==> config.mk <==
export PLATFORM = sky130hd
export DESIGN_NAME = link_frame_deframer_crc16_unit
export DESIGN_NICKNAME = d
export VERILOG_FILES = /design/src/rtl/lfd_pkg.sv /design/src/rtl/lfd_front.sv /design/src/rtl/lfd_queue.sv /design/src/rtl/lfd_back.sv /design/src/rtl/link_frame_deframer_crc16_unit.sv
export SDC_FILE = /design/constraint.sdc
export NUM_CORES = 1
export LEC_CHECK = 0
export BUFFER_PORTS_ARGS = -buffer_cell sky130_fd_sc_hd__buf_4
export CORE_MARGIN = 3
export CORE_UTILIZATION = 61
export CTS_CLUSTER_DIAMETER = 100
export CTS_CLUSTER_SIZE = 10
export DETAILED_ROUTE_END_ITERATION = 7
export GPL_ROUTABILITY_DRIVEN = 0
export PLACE_DENSITY = 0.91
export SYNTH_ARGS = -nofsm -noshare
export SYNTH_HDL_FRONTEND = slang
export SYNTH_SLANG_ARGS = --single-unit
==> constraint.sdc <==
create_clock -name clock -period 6.45 [get_ports clock]
set_input_delay 1.29 -clock clock [delete_from_list [all_inputs] [get_ports clock]]
set_output_delay 1.29 -clock clock [all_outputs]
set_load 0.05 [all_outputs]
==> src/rtl/lfd_pkg.sv <==
`timescale 1ns / 1ps
`default_nettype none

package lfd_pkg;

   localparam int HEADER_BYTES          = 8;
   localparam int CRC_BYTES             = 2;
   localparam int DEF_MAX_PAYLOAD_BYTES = 502;
   localparam int DEF_MAX_BUFFER_BYTES  = 512;
   localparam int FIFO_DEPTH            = 4;

   // header byte positions
   localparam int POS_MAGIC_FIRST  = 0;
   localparam int POS_MAGIC_SECOND = 1;
   localparam int POS_VERSION      = 2;
   localparam int POS_TYPE         = 3;
   localparam int POS_SEQ_LO       = 4;
   localparam int POS_SEQ_HI       = 5;
   localparam int POS_LEN_LO       = 6;
   localparam int POS_LEN_HI       = 7;

   localparam logic [15:0] CRC_INIT = 16'hFFFF;
   localparam logic [15:0] CRC_POLY = 16'h1021;

   localparam int CSR_ADDR_W = 4;
   localparam int CSR_DATA_W = 32;
   localparam logic [1:0] REG_MAGIC_FIRST      = 2'd0;
   localparam logic [1:0] REG_MAGIC_SECOND     = 2'd1;
   localparam logic [1:0] REG_PROTOCOL_VERSION = 2'd2;
   localparam logic [7:0] RESET_MAGIC_FIRST      = 8'h00;
   localparam logic [7:0] RESET_MAGIC_SECOND     = 8'h00;
   localparam logic [7:0] RESET_PROTOCOL_VERSION = 8'h01;

   localparam logic KIND_PAYLOAD = 1'b0;
   localparam logic KIND_STATUS  = 1'b1;

   typedef enum logic [2:0] {
      ST_OK          = 3'd0,
      ST_NO_FRAME    = 3'd1,
      ST_TOO_LONG    = 3'd2,
      ST_SHORT       = 3'd3,
      ST_BAD_MAGIC   = 3'd4,
      ST_BAD_LENGTH  = 3'd5,
      ST_BAD_CRC     = 3'd6,
      ST_BAD_VERSION = 3'd7
   } status_type;

   typedef struct packed {
      logic [7:0] data_byte;
      logic       last_byte;
   } req_type;

   typedef struct packed {
      logic       kind;
      logic [7:0] payload_byte;
      logic [8:0] byte_index;
      status_type status;
      logic [7:0] message_type;
      logic [15:0] sequence_res;
      logic [8:0] payload_length;
      logic       end_flag;
   } rsp_type;

   // one queue entry: what one request left to emit
   typedef struct packed {
      logic        has_pay;
      logic [7:0]  pay_byte;
      logic [8:0]  pay_index;
      logic        has_stat;
      status_type  status;
      logic [7:0]  frame_type;
      logic [15:0] seq;
      logic [8:0]  plen;
   } cmd_type;

   function automatic logic [15:0] crc16_byte(input logic [15:0] crc, input logic [7:0] b);
      logic [15:0] c;
      c = crc ^ {b, 8'h00};
      for (int k = 0; k < 8; k++) begin
         c = c[15] ? ({c[14:0], 1'b0} ^ CRC_POLY) : {c[14:0], 1'b0};
      end
      return c;
   endfunction

endpackage

`default_nettype wire

==> src/rtl/lfd_front.sv <==
`timescale 1ns / 1ps
`default_nettype none

module lfd_front #(
   parameter int MAX_PAYLOAD_BYTES = lfd_pkg::DEF_MAX_PAYLOAD_BYTES,
   parameter int MAX_BUFFER_BYTES  = lfd_pkg::DEF_MAX_BUFFER_BYTES
) (
   input  logic             clock,
   input  logic             reset,
   input  logic             req_valid,
   output logic             req_stall,
   input  lfd_pkg::req_type req_data,
   input  logic [7:0]       magic_first,
   input  logic [7:0]       magic_second,
   input  logic [7:0]       protocol_version,
   input  logic             fifo_full,
   output logic             push_valid,
   output lfd_pkg::cmd_type push_cmd
);
   import lfd_pkg::*;

   localparam int CW = $clog2(MAX_BUFFER_BYTES + 1);
   // wide enough for the count and for header + 16-bit length + crc
   localparam int XW = ((CW > 17) ? CW : 17) + 1;

   logic [CW-1:0] count_ff, count_in, count_upd;
   logic [15:0]   crc_run_ff, crc_run_in, crc_run_upd;
   logic [15:0]   crc_cap_ff, crc_cap_in, crc_cap_upd;
   logic [15:0]   crc_rcv_ff, crc_rcv_in, crc_rcv_upd;
   logic [15:0]   hlen_ff, hlen_in, hlen_upd;
   logic [15:0]   hseq_ff, hseq_in, hseq_upd;
   logic [7:0]    htype_ff, htype_in, htype_upd;
   logic [7:0]    hver_ff, hver_in, hver_upd;
   logic          mm_ff, mm_in, mm_upd;
   logic          nz_ff, nz_in, nz_upd;
   logic          ovf_ff, ovf_in, ovf_upd;

   logic          accept;
   logic          last;
   logic [7:0]    b;
   logic [XW-1:0] p_x;
   logic [XW-1:0] crc_pos;
   logic [XW-1:0] cnt_x;
   logic [XW-1:0] total;
   logic          len_ok;
   logic          in_range;
   logic          pay_emit;
   logic          hdr;
   status_type    status;

   assign req_stall = fifo_full;
   assign accept    = req_valid && !req_stall;
   assign b         = req_data.data_byte;
   assign last      = req_data.last_byte;

   always_comb begin
      p_x      = XW'(count_ff);
      crc_pos  = XW'(HEADER_BYTES) + XW'(hlen_ff);
      len_ok   = hlen_ff <= 16'(MAX_PAYLOAD_BYTES);
      in_range = count_ff < CW'(MAX_BUFFER_BYTES);
      pay_emit = 1'b0;

      count_upd   = count_ff;
      crc_run_upd = crc_run_ff;
      crc_cap_upd = crc_cap_ff;
      crc_rcv_upd = crc_rcv_ff;
      hlen_upd    = hlen_ff;
      hseq_upd    = hseq_ff;
      htype_upd   = htype_ff;
      hver_upd    = hver_ff;
      mm_upd      = mm_ff;
      nz_upd      = nz_ff | (b != 8'h00);
      ovf_upd     = ovf_ff;

      if (!in_range) begin
         // drop the byte, only remember the overrun
         ovf_upd = 1'b1;
      end else begin
         if (count_ff == CW'(POS_MAGIC_FIRST) && b != magic_first) mm_upd = 1'b1;
         if (count_ff == CW'(POS_MAGIC_SECOND) && b != magic_second) mm_upd = 1'b1;
         if (count_ff == CW'(POS_VERSION)) hver_upd = b;
         if (count_ff == CW'(POS_TYPE)) htype_upd = b;
         if (count_ff == CW'(POS_SEQ_LO)) hseq_upd[7:0] = b;
         if (count_ff == CW'(POS_SEQ_HI)) hseq_upd[15:8] = b;
         if (count_ff == CW'(POS_LEN_LO)) hlen_upd[7:0] = b;
         if (count_ff == CW'(POS_LEN_HI)) hlen_upd[15:8] = b;

         if (p_x >= XW'(HEADER_BYTES)) begin
            if (p_x == crc_pos) begin
               crc_cap_upd      = crc_run_ff;
               crc_rcv_upd[7:0] = b;
            end else if (p_x == crc_pos + XW'(1)) begin
               crc_rcv_upd[15:8] = b;
            end else if (p_x < crc_pos && len_ok && !mm_ff) begin
               pay_emit = 1'b1;
            end
         end
         crc_run_upd = crc16_byte(crc_run_ff, b);
         count_upd   = count_ff + CW'(1);
      end

      cnt_x = XW'(count_upd);
      total = XW'(HEADER_BYTES) + XW'(hlen_upd) + XW'(CRC_BYTES);
      hdr   = !ovf_upd && cnt_x >= XW'(HEADER_BYTES) && !mm_upd;

      if (ovf_upd) status = ST_TOO_LONG;
      else if (cnt_x < XW'(HEADER_BYTES + CRC_BYTES)) status = ST_SHORT;
      else if (mm_upd) status = nz_upd ? ST_BAD_MAGIC : ST_NO_FRAME;
      else if (hlen_upd > 16'(MAX_PAYLOAD_BYTES)) status = ST_BAD_LENGTH;
      else if (cnt_x < total) status = ST_SHORT;
      else if (crc_cap_upd != crc_rcv_upd) status = ST_BAD_CRC;
      else if (hver_upd != protocol_version) status = ST_BAD_VERSION;
      else status = ST_OK;

      push_cmd.has_pay    = pay_emit;
      push_cmd.pay_byte   = b;
      push_cmd.pay_index  = 9'(p_x - XW'(HEADER_BYTES));
      push_cmd.has_stat   = last;
      push_cmd.status     = status;
      push_cmd.frame_type = hdr ? htype_upd : 8'h00;
      push_cmd.seq        = hdr ? hseq_upd : 16'h0000;
      push_cmd.plen       = (status == ST_OK) ? hlen_upd[8:0] : 9'd0;
      push_valid          = accept && (pay_emit || last);

      // end of buffer: return to the idle frame state
      if (last) begin
         count_in   = '0;
         crc_run_in = CRC_INIT;
         crc_cap_in = '0;
         crc_rcv_in = '0;
         hlen_in    = '0;
         hseq_in    = '0;
         htype_in   = '0;
         hver_in    = '0;
         mm_in      = 1'b0;
         nz_in      = 1'b0;
         ovf_in     = 1'b0;
      end else begin
         count_in   = count_upd;
         crc_run_in = crc_run_upd;
         crc_cap_in = crc_cap_upd;
         crc_rcv_in = crc_rcv_upd;
         hlen_in    = hlen_upd;
         hseq_in    = hseq_upd;
         htype_in   = htype_upd;
         hver_in    = hver_upd;
         mm_in      = mm_upd;
         nz_in      = nz_upd;
         ovf_in     = ovf_upd;
      end
   end

   always_ff @(posedge clock) begin
      if (reset) begin
         count_ff   <= '0;
         crc_run_ff <= CRC_INIT;
         crc_cap_ff <= '0;
         crc_rcv_ff <= '0;
         hlen_ff    <= '0;
         hseq_ff    <= '0;
         htype_ff   <= '0;
         hver_ff    <= '0;
         mm_ff      <= 1'b0;
         nz_ff      <= 1'b0;
         ovf_ff     <= 1'b0;
      end else if (accept) begin
         count_ff   <= count_in;
         crc_run_ff <= crc_run_in;
         crc_cap_ff <= crc_cap_in;
         crc_rcv_ff <= crc_rcv_in;
         hlen_ff    <= hlen_in;
         hseq_ff    <= hseq_in;
         htype_ff   <= htype_in;
         hver_ff    <= hver_in;
         mm_ff      <= mm_in;
         nz_ff      <= nz_in;
         ovf_ff     <= ovf_in;
      end
   end

endmodule

`default_nettype wire

==> src/rtl/lfd_queue.sv <==
`timescale 1ns / 1ps
`default_nettype none

module lfd_queue (
   input  logic             clock,
   input  logic             reset,
   input  logic             push_valid,
   input  lfd_pkg::cmd_type push_cmd,
   output logic             full,
   input  logic             pop,
   output logic             head_valid,
   output lfd_pkg::cmd_type head_cmd
);
   import lfd_pkg::*;

   localparam int PW  = (FIFO_DEPTH > 1) ? $clog2(FIFO_DEPTH) : 1;
   localparam int NW  = $clog2(FIFO_DEPTH + 1);

   cmd_type       entries_ff [FIFO_DEPTH];
   logic [PW-1:0] wr_ptr_ff, wr_ptr_in;
   logic [PW-1:0] rd_ptr_ff, rd_ptr_in;
   logic [NW-1:0] count_ff, count_in;
   logic          do_push;
   logic          do_pop;

   assign full       = count_ff == NW'(FIFO_DEPTH);
   assign head_valid = count_ff != '0;
   assign head_cmd   = entries_ff[rd_ptr_ff];
   assign do_push    = push_valid && !full;
   assign do_pop     = pop && head_valid;

   always_comb begin
      wr_ptr_in = wr_ptr_ff;
      rd_ptr_in = rd_ptr_ff;
      count_in  = count_ff;
      if (do_push) begin
         wr_ptr_in = (wr_ptr_ff == PW'(FIFO_DEPTH - 1)) ? '0 : wr_ptr_ff + PW'(1);
      end
      if (do_pop) begin
         rd_ptr_in = (rd_ptr_ff == PW'(FIFO_DEPTH - 1)) ? '0 : rd_ptr_ff + PW'(1);
      end
      if (do_push && !do_pop) count_in = count_ff + NW'(1);
      else if (do_pop && !do_push) count_in = count_ff - NW'(1);
   end

   always_ff @(posedge clock) begin
      if (reset) begin
         wr_ptr_ff <= '0;
         rd_ptr_ff <= '0;
         count_ff  <= '0;
      end else begin
         wr_ptr_ff <= wr_ptr_in;
         rd_ptr_ff <= rd_ptr_in;
         count_ff  <= count_in;
      end
   end

   always_ff @(posedge clock) begin
      if (do_push) entries_ff[wr_ptr_ff] <= push_cmd;
   end

endmodule

`default_nettype wire

==> src/rtl/lfd_back.sv <==
`timescale 1ns / 1ps
`default_nettype none

module lfd_back (
   input  logic             clock,
   input  logic             reset,
   input  logic             head_valid,
   input  lfd_pkg::cmd_type head_cmd,
   output logic             pop,
   output logic             rsp_valid,
   input  logic             rsp_stall,
   output lfd_pkg::rsp_type rsp_data
);
   import lfd_pkg::*;

   logic    rsp_valid_ff, rsp_valid_in;
   logic    pay_done_ff, pay_done_in;
   rsp_type rsp_data_ff, rsp_data_in;
   logic    load;
   logic    pay_first;

   assign rsp_valid = rsp_valid_ff;
   assign rsp_data  = rsp_data_ff;

   always_comb begin
      load      = !rsp_valid_ff || !rsp_stall;
      pay_first = head_cmd.has_pay && !pay_done_ff;
      // an entry with both results stays until its status has gone out
      pop       = load && head_valid && (!pay_first || !head_cmd.has_stat);

      rsp_data_in = '0;
      if (pay_first) begin
         rsp_data_in.kind         = KIND_PAYLOAD;
         rsp_data_in.payload_byte = head_cmd.pay_byte;
         rsp_data_in.byte_index   = head_cmd.pay_index;
         rsp_data_in.status       = ST_OK;
      end else begin
         rsp_data_in.kind           = KIND_STATUS;
         rsp_data_in.status         = head_cmd.status;
         rsp_data_in.message_type   = head_cmd.frame_type;
         rsp_data_in.sequence_res   = head_cmd.seq;
         rsp_data_in.payload_length = head_cmd.plen;
         rsp_data_in.end_flag       = 1'b1;
      end

      rsp_valid_in = rsp_valid_ff;
      pay_done_in  = pay_done_ff;
      if (load) begin
         rsp_valid_in = head_valid;
         pay_done_in  = head_valid && pay_first && head_cmd.has_stat;
      end
   end

   always_ff @(posedge clock) begin
      if (reset) begin
         rsp_valid_ff <= 1'b0;
         pay_done_ff  <= 1'b0;
      end else begin
         rsp_valid_ff <= rsp_valid_in;
         pay_done_ff  <= pay_done_in;
      end
   end

   always_ff @(posedge clock) begin
      if (load && head_valid) rsp_data_ff <= rsp_data_in;
   end

endmodule

`default_nettype wire

==> src/rtl/link_frame_deframer_crc16_unit.sv <==
// An accepted request's results are written into the queue and then loaded into the output register.
// The front takes one byte per cycle while the queue is not full; a last byte that also carries
// payload gives two results, the payload result and then the status result, from the output register.
// The front parser updates CRC and header state for each accepted byte; a 4-entry queue feeds the back.
// Reset (synchronous, active high) clears all frame state and the queue and sets magic to 0
// and protocol version to 1.
`timescale 1ns / 1ps
`default_nettype none

module link_frame_deframer_crc16_unit #(
   parameter int MAX_PAYLOAD_BYTES = lfd_pkg::DEF_MAX_PAYLOAD_BYTES,
   parameter int MAX_BUFFER_BYTES  = lfd_pkg::DEF_MAX_BUFFER_BYTES
) (
   input  logic                            clock,
   input  logic                            reset,
   input  logic                            req_valid,
   output logic                            req_stall,
   input  lfd_pkg::req_type                req_data,
   output logic                            rsp_valid,
   input  logic                            rsp_stall,
   output lfd_pkg::rsp_type                rsp_data,
   input  logic                            csr_psel,
   input  logic                            csr_penable,
   input  logic                            csr_pwrite,
   input  logic [lfd_pkg::CSR_ADDR_W-1:0]  csr_paddr,
   input  logic [lfd_pkg::CSR_DATA_W-1:0]  csr_pwdata,
   output logic [lfd_pkg::CSR_DATA_W-1:0]  csr_prdata,
   output logic                            csr_pready
);
   import lfd_pkg::*;

   logic [7:0] magic_first_ff, magic_first_in;
   logic [7:0] magic_second_ff, magic_second_in;
   logic [7:0] version_ff, version_in;
   logic       csr_write;
   logic [1:0] reg_sel;

   logic    push_valid;
   cmd_type push_cmd;
   logic    fifo_full;
   logic    pop;
   logic    head_valid;
   cmd_type head_cmd;

   assign csr_pready = 1'b1;
   assign csr_write  = csr_psel && csr_penable && csr_pwrite && csr_pready;
   assign reg_sel    = csr_paddr[3:2];

   always_comb begin
      magic_first_in  = magic_first_ff;
      magic_second_in = magic_second_ff;
      version_in      = version_ff;
      csr_prdata      = '0;
      case (reg_sel)
         REG_MAGIC_FIRST: begin
            csr_prdata = CSR_DATA_W'(magic_first_ff);
            if (csr_write) magic_first_in = csr_pwdata[7:0];
         end
         REG_MAGIC_SECOND: begin
            csr_prdata = CSR_DATA_W'(magic_second_ff);
            if (csr_write) magic_second_in = csr_pwdata[7:0];
         end
         REG_PROTOCOL_VERSION: begin
            csr_prdata = CSR_DATA_W'(version_ff);
            if (csr_write) version_in = csr_pwdata[7:0];
         end
         default: begin
            csr_prdata = '0;
         end
      endcase
   end

   always_ff @(posedge clock) begin
      if (reset) begin
         magic_first_ff  <= RESET_MAGIC_FIRST;
         magic_second_ff <= RESET_MAGIC_SECOND;
         version_ff      <= RESET_PROTOCOL_VERSION;
      end else begin
         magic_first_ff  <= magic_first_in;
         magic_second_ff <= magic_second_in;
         version_ff      <= version_in;
      end
   end

   lfd_front #(
      .MAX_PAYLOAD_BYTES(MAX_PAYLOAD_BYTES),
      .MAX_BUFFER_BYTES (MAX_BUFFER_BYTES)
   ) u_front (
      .clock           (clock),
      .reset           (reset),
      .req_valid       (req_valid),
      .req_stall       (req_stall),
      .req_data        (req_data),
      .magic_first     (magic_first_ff),
      .magic_second    (magic_second_ff),
      .protocol_version(version_ff),
      .fifo_full       (fifo_full),
      .push_valid      (push_valid),
      .push_cmd        (push_cmd)
   );

   lfd_queue u_queue (
      .clock     (clock),
      .reset     (reset),
      .push_valid(push_valid),
      .push_cmd  (push_cmd),
      .full      (fifo_full),
      .pop       (pop),
      .head_valid(head_valid),
      .head_cmd  (head_cmd)
   );

   lfd_back u_back (
      .clock     (clock),
      .reset     (reset),
      .head_valid(head_valid),
      .head_cmd  (head_cmd),
      .pop       (pop),
      .rsp_valid (rsp_valid),
      .rsp_stall (rsp_stall),
      .rsp_data  (rsp_data)
   );

endmodule

`default_nettype wire

==> metrics.md <==
| Metric | Value |
|---|---|
| # IOs | `142` |
| First-pass GRT wire length | `82100 µm` |
| Design Power | `7.78 mW` |
| H-Tree Depth | `2` |
| Post-CTS Resized | `0` |
| Starting Density | `0.620` |
| Gr ovfl total | `0` |
| Hold_buf cts | `0` |
| EDFF count, synth | `274` |
| Main combinational cell family by area after synthesis | `simple AND/OR/NAND/NOR gates` |
| Vias in the first global route | `14800` |
| Slew @ Worst Pin | `1.24 ns` |
| Synthesized cell area | `20200 µm²` |
| Area leader, netlist | `edfxtp_1` |
| Critical Path End Type | `flip-flop` |
| Worst setup slack after layout | `0.244 ns` |
| Post-Synth XOR/XNOR Area | `0.0495` |
| Fin cells | `2203` |
| Placed cells | `2121` |
| FF-to-FF setup slack | `0.24 ns` |
| FF-to-FF Start | `u_front.count_ff[2]` |
| Length of the first detailed-routing pass in iterations | `7` |
| Synth Area in Compound Gates | `0.0888` |
| CTS tree | `yes` |
| Hold Path Stages | `2` |
| Routed vias | `14700` |
| Largest cells by area after synthesis | `edfxtp_1, dfxtp_1, mux4_2` |
| Initial antenna violation count | `0` |
| CP max stage cell | `nor4_1` |
| Hold path startpoint | `u_front.crc_cap_ff[13]` |
| Pleak | `7.72 nW` |
| Clock latency on the worst-skew pair | `0.58 ns` |
| Fraction of layout cells with a size suffix above 1 | `0.163` |
| Hold Crit Class | `reg2reg` |
| Filler instances | `2075` |
| Ys async rst share | `0` |
| Synth warn | `0` |
| Clock skew | `0.0370 ns` |
| Die Height | `188 µm` |
| Total GRT Usage | `0.293` |
| Post-DRT Antenna Nets | `0` |
| Post-synthesis adder-cell area fraction | `0.0258` |
| Pwr Density | `346 nW/µm²` |
| Register Area | `11100 µm²` |
| Area grow syn2layout | `11.2%` |
| Relative slew margins | `0.168` |
| Tmin final | `6.21 ns` |
| R2R Path End | `u_queue.entries_ff[1][3]` |
| # clock sinks | `418` |
| CP max FO | `15` |
| Root buffer cell | `clkbuf_16` |
| FF-to-FF path depth | `19` |
| Max-slew violation count | `0` |
| Post-CTS Setup Bufs | `0` |
| Core Area | `32600 µm²` |
| DIE WIDTH | `188 µm` |
| Top post-synthesis cells by count | `edfxtp_1, nor2_1, dfxtp_1, nand2_1, a22oi_1` |
| Multi-input gate area | `8460 µm²` |
| Clock-pin slew on the worst setup and hold paths | `0.06 ns` |
| Synth Flop Type | `edfxtp_1` |
| Tcrit/Tclk final | `0.962` |
| Buffers on Ports | `90` |
| Synthesized instance count | `1682` |
| Post-synthesis mux area share | `0.102` |
| Total Wirelength | `52900 µm` |
| Most frequent cell after synthesis | `edfxtp_1` |
| Core Rows | `66` |
| Maximum VDD drop | `0.393 mV` |
| Critical Path RT | `6.70 ns` |
| Max Freq | `0.161 GHz` |
| Post-Synthesis Mean Instance Area | `12.0 µm²` |
| Max stage delay on crit path | `0.68 ns` |
| Final net count | `1821` |
| Flops & latches, synth | `418` |
| Count of cell types in the netlist | `95` |
| Outcome | `completed` |
| DP HPWL | `32500 µm` |
| Max Root-Sink Buffers | `3` |
| CP Cell Sequence | `nor4b_2 > and3_1 > mux2_2 > ha_1 > or4b_4 > a21oi_1 > a21oi_1 > o21ai_0 > nand2_1 > xor2_1 > ha_1 > nand2_1 > a31oi_1 > a211oi_1 > a2111oi_0 > nand4_1 > nor2_2 > a31oi_4 > nor4_1` |
| Setup slack at placement | `0.475 ns` |
| Largest net degree at the start of global routing | `80` |
| Initial detailed-routing violation count | `2021` |
| Crit path launch | `u_front.count_ff[2]` |
| Final Hold Vio Count | `0` |
| WL per Instance | `24.0 µm` |
| Worst Path Arrival | `6.46 ns` |
| Antenna Cells | `0` |
| Post-synth top area share | `0.407` |
| CP startpoint kind | `flip-flop` |
| Final setup violating endpoints | `0` |
| TritonCTS Buffers | `47` |
| Post-synthesis sequential area ratio | `0.550` |
| Post-route DRC violation count | `0` |
| Max_cap viols | `0` |
| Worst Hold End | `u_front.crc_cap_ff[13]` |
| Crit Path Category | `reg2reg` |
| Synth Area in Simple Gates | `0.146` |
| Avg Vias per Cell | `6.69` |
| DIE AREA | `35400 µm²` |
placed cells by master (no fill, tap or decap), types with 25 or more instances in the layout:
cell type  instances
a21oi_1           58
a22oi_1           85
and2_1            26
buf_4            110
clkbuf_1          31
clkbuf_16         47
conb_1            25
dfxtp_1          142
edfxtp_1         274
ha_1              40
mux2i_1           56
mux4_2            55
nand2_1          106
nand3_1           48
nor2_1           165
nor2b_1           51
nor3_1            28
nor4_1            26
o21ai_0           28
xnor2_1           79
xor2_1            30
final cells by class:
cell class              count  share of cell area
multi-input cells        1125               0.376
flip-flops and latches    418               0.494
clock buffers              79              0.0581
well taps                 442              0.0246
repair buffers            113              0.0394
clock inverters             3             0.00312
inverters                  23             0.00384
flip-flops by register name (all words and copies together) (netlist names), named ones only:
signal and cells:
u_front.count_ff 10, magic_second_ff 8, u_queue.wr_ptr_ff 2, u_front.mm_ff 1
u_back.rsp_data 54, u_queue.entries_ff 220, u_back.rsp_valid 1, magic_first_ff 8
u_front.nz_ff 1, u_queue.count_ff 3, u_front.ovf_ff 1, u_back.pay_done_ff 1
u_front.crc_run_ff 16, u_front.hlen_ff 16, u_front.hver_ff 8, u_front.hseq_ff 16
u_front.crc_cap_ff 16, version_ff 8, u_front.htype_ff 8, u_front.crc_rcv_ff 16
u_queue.rd_ptr_ff 2
logic make-up (layout without fill, tap and decap cells):
family,Yosys count,after routing
AND/OR/NAND/NOR,561,561
flip-flops,418,418
AO/OA/AOI/OAI,255,255
buffers and inverters,162,218
multiplexers,132,132
XOR/XNOR,111,111
adder cells (fa/ha/maj),41,41
other,2,25
worst max path at each step:
stage          slack (ns)                  endpoint
2_1_floorplan        1.14  u_queue.entries_ff[0][0]
4_1_cts              0.33  u_queue.entries_ff[0][2]
3_5_place_dp         0.48  u_queue.entries_ff[2][2]
5_1_grt             -0.01  u_queue.entries_ff[1][3]
6_report             0.24  u_queue.entries_ff[1][3]
3_3_place_gp         0.83  u_queue.entries_ff[0][2]
report_power, final:
group          total, mW  switching, mW  internal [mW]
sequential          3.36          0.152           3.21
clock               2.42           1.04           1.38
combinational       2.00           1.38          0.614
total               7.78           2.58           5.20
through the flow:
| step | TNS (ns) | utilization | hold slack [ns] | area (µm²) |
|---|---|---|---|---|
| 6_report | 0 | 0.689 | 0.512 | 22500 |
| 4_1_cts | 0 | 0.689 | 0.512 | 22500 |
| 5_1_grt | -0.0105 | 0.689 | 0.546 | 22500 |
| 3_3_place_gp | 0 | 0.646 | 0.477 | 21100 |
| 3_5_place_dp | 0 | 0.646 | 0.497 | 21100 |
| 2_1_floorplan | 0 | - | 0.465 | 20300 |
per-layer routing:
metal  up-vias  track usage  routed length (µm)  part of all wire
met4         0        0.156                3170             0.060
met5         -            0                   0                 0
li1       6274            -                   -                 -
met3       298       0.0626                6180              0.12
met1      7035        0.366               18600              0.35
met2      1128        0.482               24900              0.47
critical path, delay by kind of cell, from the launching register on:
family | cells | cell delay [ns]
AND/OR/NAND/NOR | 8 | 2.71
AO/OA/AOI/OAI | 7 | 1.33
adder cells (fa/ha/maj) | 2 | 0.63
flip-flops | 1 | 0.62
multiplexers | 1 | 0.44
XOR/XNOR | 1 | 0.15
No activity file was read; power rests on OpenSTA's default activity.
